<file path="src/hw/rtl/isoep_pkg.sv">
// ----------------------------------------------------------------------------
// isoep_pkg
// shared types, widths and helpers for the timestamp to epoch parser
// ----------------------------------------------------------------------------
package isoep_pkg;

  localparam int unsigned CharW  = 8;
  localparam int unsigned EpochW = 39;

  // one input transaction: a single character of the timestamp string
  typedef struct packed {
    logic [CharW-1:0] char_code;
    logic             last_char;
    logic             empty_string;
  } in_t;

  // one output transaction: epoch seconds and validity
  typedef struct packed {
    logic signed [EpochW-1:0] epoch_seconds;
    logic                     parse_ok;
  } out_t;

  // controller to datapath commands
  typedef struct packed {
    logic accept;  // a character transaction is taken this cycle
    logic step1;   // conversion: year/month terms and time products
    logic step2;   // conversion: day count and time sums
    logic step3;   // conversion: day count to seconds
    logic load;    // conversion: final sum into the output register
  } cmd_t;

  // days from march 1 to the first of the given month (march-based year)
  function automatic logic [8:0] month_start_days(input logic [3:0] month);
    logic [8:0] res;
    res = 9'd0;
    case (month)
      4'd3:    res = 9'd0;
      4'd4:    res = 9'd31;
      4'd5:    res = 9'd61;
      4'd6:    res = 9'd92;
      4'd7:    res = 9'd122;
      4'd8:    res = 9'd153;
      4'd9:    res = 9'd184;
      4'd10:   res = 9'd214;
      4'd11:   res = 9'd245;
      4'd12:   res = 9'd275;
      4'd1:    res = 9'd306;
      4'd2:    res = 9'd337;
      default: res = 9'd0;
    endcase
    return res;
  endfunction

endpackage

</file>
<file path="src/hw/rtl/iso8601_to_epoch_parser_unit.sv">
// ----------------------------------------------------------------------------
// iso8601_to_epoch_parser_unit
// streams a timestamp string and returns unix epoch seconds in utc
// ----------------------------------------------------------------------------
//  channel  signals                           transaction
//  -------  --------------------------------  ------------------------------
//  in       in_valid_i, in_ready_o, in_i      one character of the string
//  out      out_valid_o, out_ready_i, out_o   epoch seconds and parse flag
//
//  characters are taken one per cycle while a string is streaming in.
//  after the last character (or an empty-string marker) in_ready_o drops for
//  the conversion states ST_CV1 to ST_CV3 and the load state ST_CV4, which
//  registers the result in the output register and returns to intake.
//  a full output register stalls only that load state, which holds in_ready_o
//  low until out_ready_i frees it. reset clears all parser state.
// ----------------------------------------------------------------------------
module iso8601_to_epoch_parser_unit (
  input  logic            clk_i,
  input  logic            rst_ni,
  input  logic            in_valid_i,
  output logic            in_ready_o,
  input  isoep_pkg::in_t  in_i,
  output logic            out_valid_o,
  input  logic            out_ready_i,
  output isoep_pkg::out_t out_o
);

  isoep_pkg::cmd_t cmd;

  // sequencer
  isoep_ctrl u_ctrl (
    .clk_i       (clk_i),
    .rst_ni      (rst_ni),
    .in_valid_i  (in_valid_i),
    .in_last_i   (in_i.last_char),
    .in_empty_i  (in_i.empty_string),
    .in_ready_o  (in_ready_o),
    .out_valid_o (out_valid_o),
    .out_ready_i (out_ready_i),
    .cmd_o       (cmd)
  );

  // parser and conversion datapath
  isoep_dpath u_dpath (
    .clk_i  (clk_i),
    .rst_ni (rst_ni),
    .cmd_i  (cmd),
    .in_i   (in_i),
    .out_o  (out_o)
  );

endmodule

</file>
<file path="src/hw/rtl/isoep_ctrl.sv">
// ----------------------------------------------------------------------------
// isoep_ctrl
// sequencer: character intake, four conversion steps, output handshake
// ----------------------------------------------------------------------------
module isoep_ctrl (
  input  logic               clk_i,
  input  logic               rst_ni,
  input  logic               in_valid_i,
  input  logic               in_last_i,
  input  logic               in_empty_i,
  output logic               in_ready_o,
  output logic               out_valid_o,
  input  logic               out_ready_i,
  output isoep_pkg::cmd_t    cmd_o
);

  localparam logic [2:0] ST_PARSE = 3'd0;
  localparam logic [2:0] ST_CV1   = 3'd1;
  localparam logic [2:0] ST_CV2   = 3'd2;
  localparam logic [2:0] ST_CV3   = 3'd3;
  localparam logic [2:0] ST_CV4   = 3'd4;

  logic [2:0] state_q, state_d;
  logic       out_valid_q, out_valid_d;

  // next state and commands
  always_comb begin
    state_d    = state_q;
    in_ready_o = 1'b0;
    cmd_o      = '0;
    case (state_q)
      ST_PARSE: begin
        in_ready_o = 1'b1;
        if (in_valid_i) begin
          cmd_o.accept = 1'b1;
          if (in_last_i || in_empty_i) begin
            state_d = ST_CV1;
          end
        end
      end
      ST_CV1: begin
        cmd_o.step1 = 1'b1;
        state_d     = ST_CV2;
      end
      ST_CV2: begin
        cmd_o.step2 = 1'b1;
        state_d     = ST_CV3;
      end
      ST_CV3: begin
        cmd_o.step3 = 1'b1;
        state_d     = ST_CV4;
      end
      ST_CV4: begin
        // wait for a free output register
        if (!out_valid_q || out_ready_i) begin
          cmd_o.load = 1'b1;
          state_d    = ST_PARSE;
        end
      end
      default: begin
        state_d = ST_PARSE;
      end
    endcase
  end

  // output valid flag
  always_comb begin
    out_valid_d = out_valid_q;
    if (cmd_o.load) begin
      out_valid_d = 1'b1;
    end else if (out_valid_q && out_ready_i) begin
      out_valid_d = 1'b0;
    end
  end

  always_ff @(posedge clk_i or negedge rst_ni) begin
    if (!rst_ni) begin
      state_q     <= ST_PARSE;
      out_valid_q <= 1'b0;
    end else begin
      state_q     <= state_d;
      out_valid_q <= out_valid_d;
    end
  end

  assign out_valid_o = out_valid_q;

endmodule

</file>
<file path="src/hw/rtl/isoep_dpath.sv">
// ----------------------------------------------------------------------------
// isoep_dpath
// character parser registers, days-from-civil pipeline and output register
// ----------------------------------------------------------------------------
module isoep_dpath (
  input  logic            clk_i,
  input  logic            rst_ni,
  input  isoep_pkg::cmd_t cmd_i,
  input  isoep_pkg::in_t  in_i,
  output isoep_pkg::out_t out_o
);

  localparam int unsigned EpochW = isoep_pkg::EpochW;

  localparam logic [3:0] PH_YEAR  = 4'd0;
  localparam logic [3:0] PH_MONTH = 4'd1;
  localparam logic [3:0] PH_DAY   = 4'd2;
  localparam logic [3:0] PH_HOUR  = 4'd3;
  localparam logic [3:0] PH_MIN   = 4'd4;
  localparam logic [3:0] PH_SEC   = 4'd5;
  localparam logic [3:0] PH_TAIL  = 4'd6;
  localparam logic [3:0] PH_ZH    = 4'd7;
  localparam logic [3:0] PH_ZM    = 4'd8;
  localparam logic [3:0] PH_DONE  = 4'd9;

  // era length plus the 1970 shift, applied to a year biased by one era
  localparam logic signed [23:0] DayBias = 24'sd865565;

  // parser state
  logic [3:0]  phase_q, phase_d;
  logic [2:0]  dcnt_q, dcnt_d;
  logic [13:0] year_q, year_d;
  logic [6:0]  month_q, month_d;
  logic [6:0]  day_q, day_d;
  logic [6:0]  hour_q, hour_d;
  logic [6:0]  min_q, min_d;
  logic [6:0]  sec_q, sec_d;
  logic        tsep_q, tsep_d;
  logic        zseen_q, zseen_d;
  logic        zneg_q, zneg_d;
  logic [6:0]  zh_q, zh_d;
  logic [6:0]  zm_q, zm_d;
  logic        ferr_q, ferr_d;
  logic        bad_q, bad_d;

  logic       is_digit, is_sign, is_colon;
  logic [3:0] dval;
  logic       clear_all;

  assign is_digit  = (in_i.char_code >= 8'h30) && (in_i.char_code <= 8'h39);
  assign is_sign   = (in_i.char_code == 8'h2b) || (in_i.char_code == 8'h2d);
  assign is_colon  = (in_i.char_code == 8'h3a);
  assign dval      = in_i.char_code[3:0];
  assign clear_all = cmd_i.load || (cmd_i.accept && in_i.empty_string);

  // times ten plus the new digit
  function automatic logic [13:0] acc14(input logic [13:0] a, input logic [3:0] d);
    return (a << 3) + (a << 1) + {10'd0, d};
  endfunction

  function automatic logic [6:0] acc7(input logic [6:0] a, input logic [3:0] d);
    return (a << 3) + (a << 1) + {3'd0, d};
  endfunction

  // per-character parse step
  always_comb begin
    phase_d = phase_q;
    dcnt_d  = dcnt_q;
    year_d  = year_q;
    month_d = month_q;
    day_d   = day_q;
    hour_d  = hour_q;
    min_d   = min_q;
    sec_d   = sec_q;
    tsep_d  = tsep_q;
    zseen_d = zseen_q;
    zneg_d  = zneg_q;
    zh_d    = zh_q;
    zm_d    = zm_q;
    ferr_d  = ferr_q;
    bad_d   = bad_q;

    if (clear_all) begin
      phase_d = PH_YEAR;
      dcnt_d  = 3'd0;
      year_d  = '0;
      month_d = '0;
      day_d   = '0;
      hour_d  = '0;
      min_d   = '0;
      sec_d   = '0;
      tsep_d  = 1'b0;
      zseen_d = 1'b0;
      zneg_d  = 1'b0;
      zh_d    = '0;
      zm_d    = '0;
      ferr_d  = 1'b0;
      bad_d   = cmd_i.accept;
    end else if (cmd_i.accept) begin
      if (in_i.char_code == 8'h54 || in_i.char_code == 8'h74 ||
          in_i.char_code == 8'h20) begin
        tsep_d = 1'b1;
      end
      if (!ferr_q) begin
        case (phase_q)
          PH_YEAR: begin
            if (is_digit && dcnt_q < 3'd4) begin
              year_d = acc14(year_q, dval);
              dcnt_d = dcnt_q + 3'd1;
            end else if (in_i.char_code == 8'h2d && dcnt_q != 3'd0) begin
              phase_d = PH_MONTH;
              dcnt_d  = 3'd0;
            end else begin
              ferr_d = 1'b1;
            end
          end
          PH_MONTH: begin
            if (is_digit && dcnt_q < 3'd2) begin
              month_d = acc7(month_q, dval);
              dcnt_d  = dcnt_q + 3'd1;
            end else if (in_i.char_code == 8'h2d && dcnt_q != 3'd0) begin
              phase_d = PH_DAY;
              dcnt_d  = 3'd0;
            end else begin
              ferr_d = 1'b1;
            end
          end
          PH_DAY: begin
            if (is_digit && dcnt_q < 3'd2) begin
              day_d  = acc7(day_q, dval);
              dcnt_d = dcnt_q + 3'd1;
            end else if (dcnt_q == 3'd0) begin
              ferr_d = 1'b1;
            end else begin
              phase_d = PH_HOUR;
              dcnt_d  = 3'd0;
            end
          end
          PH_HOUR, PH_MIN, PH_SEC: begin
            if (is_digit && dcnt_q < 3'd2) begin
              if (phase_q == PH_HOUR) begin
                hour_d = acc7(hour_q, dval);
              end else if (phase_q == PH_MIN) begin
                min_d = acc7(min_q, dval);
              end else begin
                sec_d = acc7(sec_q, dval);
              end
              dcnt_d = dcnt_q + 3'd1;
            end else if (is_colon && dcnt_q != 3'd0 && phase_q != PH_SEC) begin
              phase_d = phase_q + 4'd1;
              dcnt_d  = 3'd0;
            end else begin
              // time pattern broken: keep it only if seconds have a digit
              if (!(phase_q == PH_SEC && dcnt_q != 3'd0)) begin
                hour_d = '0;
                min_d  = '0;
                sec_d  = '0;
              end
              phase_d = PH_TAIL;
              dcnt_d  = 3'd0;
              if (tsep_q && is_sign) begin
                phase_d = PH_ZH;
                zneg_d  = (in_i.char_code == 8'h2d);
              end
            end
          end
          PH_TAIL: begin
            if (tsep_q && is_sign) begin
              phase_d = PH_ZH;
              dcnt_d  = 3'd0;
              zneg_d  = (in_i.char_code == 8'h2d);
            end
          end
          PH_ZH: begin
            if (is_digit && dcnt_q < 3'd2) begin
              zh_d    = acc7(zh_q, dval);
              zseen_d = 1'b1;
              dcnt_d  = dcnt_q + 3'd1;
            end else if (is_colon && dcnt_q != 3'd0) begin
              phase_d = PH_ZM;
              dcnt_d  = 3'd0;
            end else begin
              phase_d = PH_DONE;
            end
          end
          PH_ZM: begin
            if (is_digit && dcnt_q < 3'd2) begin
              zm_d   = acc7(zm_q, dval);
              dcnt_d = dcnt_q + 3'd1;
            end else begin
              phase_d = PH_DONE;
            end
          end
          default: begin
            phase_d = phase_q;
          end
        endcase
      end
    end
  end

  always_ff @(posedge clk_i or negedge rst_ni) begin
    if (!rst_ni) begin
      phase_q <= PH_YEAR;
      dcnt_q  <= 3'd0;
      year_q  <= '0;
      month_q <= '0;
      day_q   <= '0;
      hour_q  <= '0;
      min_q   <= '0;
      sec_q   <= '0;
      tsep_q  <= 1'b0;
      zseen_q <= 1'b0;
      zneg_q  <= 1'b0;
      zh_q    <= '0;
      zm_q    <= '0;
      ferr_q  <= 1'b0;
      bad_q   <= 1'b0;
    end else begin
      phase_q <= phase_d;
      dcnt_q  <= dcnt_d;
      year_q  <= year_d;
      month_q <= month_d;
      day_q   <= day_d;
      hour_q  <= hour_d;
      min_q   <= min_d;
      sec_q   <= sec_d;
      tsep_q  <= tsep_d;
      zseen_q <= zseen_d;
      zneg_q  <= zneg_d;
      zh_q    <= zh_d;
      zm_q    <= zm_d;
      ferr_q  <= ferr_d;
      bad_q   <= bad_d;
    end
  end

  // step 1: final checks, biased march-based year, products
  logic        ok_c, tzero_c;
  logic [13:0] ybias_c;
  logic [26:0] ydiv_prod_c;
  logic [8:0]  doy_c;

  assign ok_c = !bad_q && !ferr_q &&
                ((phase_q >= PH_HOUR) || (phase_q == PH_DAY && dcnt_q != 3'd0)) &&
                (month_q >= 7'd1) && (month_q <= 7'd12) &&
                (day_q >= 7'd1) && (day_q <= 7'd31);
  assign tzero_c = (phase_q == PH_HOUR) || (phase_q == PH_MIN) ||
                   (phase_q == PH_SEC && dcnt_q == 3'd0);
  // year plus one era, minus one for january and february
  assign ybias_c = year_q + 14'd400 - {13'd0, (month_q <= 7'd2)};
  // divide by 100 through a reciprocal, exact below 43699
  assign ydiv_prod_c = {13'd0, ybias_c} * 27'd5243;
  assign doy_c = isoep_pkg::month_start_days(month_q[3:0]) + {2'd0, day_q} - 9'd1;

  logic        ok_q;
  logic [21:0] p365_q;
  logic [11:0] yq4_q;
  logic [7:0]  q100_q;
  logic [8:0]  doy_q;
  logic [18:0] hsec_q;
  logic [12:0] msec_q;
  logic [6:0]  ssec_q;
  logic [18:0] zhsec_q;
  logic [12:0] zmsec_q;

  always_ff @(posedge clk_i) begin
    if (cmd_i.step1) begin
      ok_q    <= ok_c;
      p365_q  <= {8'd0, ybias_c} * 22'd365;
      yq4_q   <= ybias_c[13:2];
      q100_q  <= ydiv_prod_c[26:19];
      doy_q   <= doy_c;
      hsec_q  <= tzero_c ? 19'd0 : {12'd0, hour_q} * 19'd3600;
      msec_q  <= tzero_c ? 13'd0 : {6'd0, min_q} * 13'd60;
      ssec_q  <= tzero_c ? 7'd0 : sec_q;
      zhsec_q <= {12'd0, zh_q} * 19'd3600;
      zmsec_q <= {6'd0, zm_q} * 13'd60;
    end
  end

  // step 2: day number relative to 1970-01-01, time of day, zone offset
  logic signed [23:0] days_q;
  logic [18:0]        tod_q;
  logic [18:0]        ofs_q;

  always_ff @(posedge clk_i) begin
    if (cmd_i.step2) begin
      days_q <= $signed({2'd0, p365_q}) + $signed({12'd0, yq4_q})
              - $signed({16'd0, q100_q}) + $signed({18'd0, q100_q[7:2]})
              + $signed({15'd0, doy_q}) - DayBias;
      tod_q  <= hsec_q + {6'd0, msec_q} + {12'd0, ssec_q};
      ofs_q  <= zhsec_q + {6'd0, zmsec_q};
    end
  end

  // step 3: days to seconds
  logic signed [EpochW-1:0] dsec_q;

  always_ff @(posedge clk_i) begin
    if (cmd_i.step3) begin
      dsec_q <= EpochW'($signed({{(EpochW-24){days_q[23]}}, days_q}) *
                        $signed(EpochW'(86400)));
    end
  end

  // step 4: add time of day, apply zone offset, load output register
  logic signed [EpochW-1:0] tod_ext, ofs_ext, epoch_c;
  isoep_pkg::out_t          out_q;

  assign tod_ext = $signed({{(EpochW-19){1'b0}}, tod_q});
  assign ofs_ext = zseen_q ? $signed({{(EpochW-19){1'b0}}, ofs_q}) : '0;
  assign epoch_c = zneg_q ? (dsec_q + tod_ext + ofs_ext) : (dsec_q + tod_ext - ofs_ext);

  always_ff @(posedge clk_i) begin
    if (cmd_i.load) begin
      out_q.epoch_seconds <= ok_q ? epoch_c : '0;
      out_q.parse_ok      <= ok_q;
    end
  end

  assign out_o = out_q;

endmodule

</file>
<file path="config.mk">
export PLATFORM = sky130hd
export DESIGN_NAME = iso8601_to_epoch_parser_unit
export DESIGN_NICKNAME = d
export VERILOG_FILES = /design/src/hw/rtl/isoep_pkg.sv /design/src/hw/rtl/iso8601_to_epoch_parser_unit.sv /design/src/hw/rtl/isoep_ctrl.sv /design/src/hw/rtl/isoep_dpath.sv
export SDC_FILE = /design/constraint.sdc
export NUM_CORES = 2
export LEC_CHECK = 0
export ABC_AREA = 1
export BUFFER_PORTS_ARGS = -buffer_cell sky130_fd_sc_hd__buf_2
export CELL_PAD_IN_SITES_DETAIL_PLACEMENT = 1
export CELL_PAD_IN_SITES_GLOBAL_PLACEMENT = 2
export CORE_ASPECT_RATIO = 0.6
export CORE_MARGIN = 3
export CORE_UTILIZATION = 45
export CTS_CLUSTER_DIAMETER = 30
export DETAILED_ROUTE_END_ITERATION = 12
export PLACE_DENSITY = 0.9
export RECOVER_POWER = 100
export SETUP_SLACK_MARGIN = 0.05
export SYNTH_ARGS = -nofsm -noshare
export SYNTH_HDL_FRONTEND = slang
export SYNTH_HIERARCHICAL = 1
export SYNTH_SLANG_ARGS = --single-unit
</file>
<file path="constraint.sdc">
create_clock -name clk_i -period 19.25 [get_ports clk_i]
set_input_delay 2.8875 -clock clk_i [delete_from_list [all_inputs] [get_ports clk_i]]
set_output_delay 2.8875 -clock clk_i [all_outputs]
set_load 0.01 [all_outputs]
</file>
==> key figures <==
Critical path
  • Top cell by count, worst path: inv_1
  • Worst R2R End: u_dpath/q100_q[7]$_DFFE_PP_
  • Delay of the slowest critical-path stage: ~0.67 ns
  • Reg2Reg Setup Slack: 10.73 ns
  • Slowest-stage cell, CP: xor2_1
  • Critical Path AT: 8.89 ns
  • R2R Path Start: u_dpath/month_q[2]$_DFFE_PN0P_
  • Critical Path RT: 19.62 ns
  • Critical Path Start Type: flop
  • Critical path capture point type: flop
  • Crit Path Class: flop to flop
  • Reg2Reg Depth: 34
  • Critical Path Fanout Max: 7

Global routing
  • Initial antenna violation count: 1
  • Largest net degree at the start of global routing: 64
  • First-pass GRT wire length: 166 mm
  • Gr usage total: 25.6%
  • Congestion Overflow GR: 0
  • Vias in the first global route: 29,300

Floorplan
  • I/O pins: between 50 and 60
  • Die ar.: 81,800 um^2
  • Core Box Area: around 77,000 um^2
  • Row count: 78
  • Die height: between 200 and 250 um
  • Die span in x: 367 um
  • Initial Util: 46.1%

Clock network
  • Clk_lat worst skew: roughly 0.66 ns
  • Bufs on Longest Clock Path: 3
  • Cts hold-fix bufs: 0
  • CTS sink cnt: 322
  • Post-cts sizing count: 0
  • Root buffer cell: clkbuf_16
  • H-tree depth: 3
  • Clk pin slew, worst setup/hold paths: about 0.06 ns
  • Post-CTS Repair Setup Buffers: 0
  • Num CTS Buffers: 78
  • CTS tree: done

Detailed routing
  • DRC viols: 0
  • Via Count: 28,000
  • Via density: 5.33
  • Routed WL per cell: slightly below 20 um
  • DRT Pass-1 Iters: 5
  • Iter 0 DRT Violations: 1,809
  • Routed Antenna Nets: 0
  • WL final: 104 mm

STA
  • Fin Setup TNS: 0 ns
  • Final hold violation count: 0
  • Fin crit share: between 40% and 50%
  • Final slew viol count: 350
  • Setup Viol. Count Final: 0
  • RSZ-0062 raised after global routing: no
  • Final worst path period need: around 8.5 ns
  • Worst-margin pin slew: 3.83 ns
  • Worst rel slew slack: -156%
  • Fmax: 0.117 GHz
  • Final Skew: 0.0408 ns

Synthesis
  • Synth Area in Adders: around 35%
  • Number of synthesized register bits: 322
  • Register area share after synthesis: 26.3%
  • Largest area contributor in the netlist: edfxtp_1
  • Synth Area in Compound Gates: approximately a tenth
  • XOR/XNOR Fraction of Synth Area: 5.52%
  • Unique masters post-synth: 53
  • Syn avg cell area: 8.77 um^2
  • Yosys warns: 6
  • Syn_nets: 4,857
  • Mux share of post-synthesis cell area: 0%
  • Largest cells by area after synthesis: edfxtp_1 21%, ha_1 20%, fa_1 14%, inv_1 8.4%, nand2_1 7.0%
  • Share of Yosys cell area claimed by the top area cell type: 20.7%
  • Post-synth EDFFs: 243
  • Post-Synth Simple-Gate Area: 15.1%
  • Largest family of logic cells by synthesized area: adder cells
  • Async set-reset flop share out of synthesis: 24.5%
  • Ys flop type: edfxtp_1
  • Mapped cell area: 35,200 um^2
  • Post-Syn Instances: 4,018

Job
  • Maxcap violations: 7

Worst hold path
  • Hold Path Class: flop to flop
  • Worst Hold Launch: u_dpath/zmsec_q[2]$_DFFE_PP_
  • Hold endpoint: u_dpath/ofs_q[2]$_DFFE_PP_
  • Hold Path Stages: 0

Cells and area
  • Most frequent cells in the layout: 789 x inv_1, 666 x nand2_1, 577 x ha_1
  • Most common cell after layout, fill and taps aside: inv_1
  • # diodes: 0
  • P&R area growth vs syn: 11.4%
  • Final nets: 4,977
  • Layout cell share with drive strength beyond 1: 4.71%

Placement
  • Post-DP HPWL: 83.2 mm
  • Port bufs: 55
  • Final RePlAce weighted congestion: 0.916

Run status
  • Outcome: complete, but fails checks
  • Failing checks: max-capacitance violations, max-slew violations
## registers in the layout, summed over array words and instances (netlist names), 12 cells and up
signal and cells:
u_dpath/days_q 24, u_dpath/dsec_q 32, u_dpath/hsec_q 15, u_dpath/ofs_q 17
u_dpath/out_o 40, u_dpath/p365_q 22, u_dpath/tod_q 19, u_dpath/year_q 14
u_dpath/yq4_q 12, u_dpath/zhsec_q 15
## stage by stage
step	util [%]	worst slack [ns]	hold WS (ns)	instances	instance area, um^2
2_1_floorplan	-	12.47	0.400	4018	35200
3_3_place_gp	48.0	11.38	0.406	5097	36700
3_5_place_dp	48.0	11.18	0.407	5097	36700
4_1_cts	51.6	11.00	0.415	5242	39500
5_1_grt	51.3	10.34	0.424	5243	39300
6_report	51.3	10.73	0.418	5243	39300
## how the worst max path moves through the flow
stage                                        start                           to  slack [ns]
floorplan           u_dpath/month_q[3]$_DFFE_PN0P_  u_dpath/q100_q[7]$_DFFE_PP_       12.47
global placement    u_dpath/month_q[2]$_DFFE_PN0P_  u_dpath/q100_q[7]$_DFFE_PP_       11.38
detailed placement  u_dpath/month_q[2]$_DFFE_PN0P_  u_dpath/q100_q[7]$_DFFE_PP_       11.18
CTS                 u_dpath/month_q[2]$_DFFE_PN0P_  u_dpath/q100_q[7]$_DFFE_PP_       11.00
global route        u_dpath/month_q[3]$_DFFE_PN0P_  u_dpath/q100_q[7]$_DFFE_PP_       10.34
finish              u_dpath/month_q[2]$_DFFE_PN0P_  u_dpath/q100_q[7]$_DFFE_PP_       10.73
## routing by layer
layer / up-vias / track usage [%] / routed length, um
li1: 13400 / - / -
met1: 13700 / 40.1 / 54100
met2: 671 / 36.0 / 41500
met3: 102 / 5.29 / 6670
met4: 0 / 4.93 / 1470
met5: - / 0 / 0
## synthesized netlist by cell type (38+ instances only)
cell type  number
inv_1         788
a21oi_1       250
edfxtp_1      243
nor2_1        270
xnor2_1        72
nand2_1       661
xor2_1        150
ha_1          577
nand3_1       161
dfrtp_1        79
nand4_1        38
fa_1          248
o21ai_0       139
nor3_1         39
## layout make-up
| type | instances | area, um^2 |
|---|---|---|
| fill | 9069 | 37300 |
| clock inverter | 56 | 726 |
| sequential | 322 | 9270 |
| inverter | 803 | 3020 |
| timing repair buffer | 66 | 264 |
| clock buffer | 89 | 2040 |
| tap | 1040 | 1300 |
| multi-input combinational | 2867 | 22600 |
## kinds of logic (layout without fill, tap and decap cells)
logic type	after synthesis	count (layout)
simple gates	1241	1241
buf+inv	829	1014
fa+ha+maj	825	825
compound gates	579	579
flops	322	322
xor+xnor	222	222
## worst max-delay path, delay by kind of cell, from the launching register on
kind / cells / cell delay, ns
fa+ha+maj: 9 / 3.68
compound gates: 7 / 1.59
simple gates: 9 / 0.95
buf+inv: 8 / 0.84
flops: 1 / 0.49
xor+xnor: 1 / 0.67
Power is left out: the tool's default activity adds up to more than one toggle a clock period on the data nets, which glitch-free logic cannot reach.
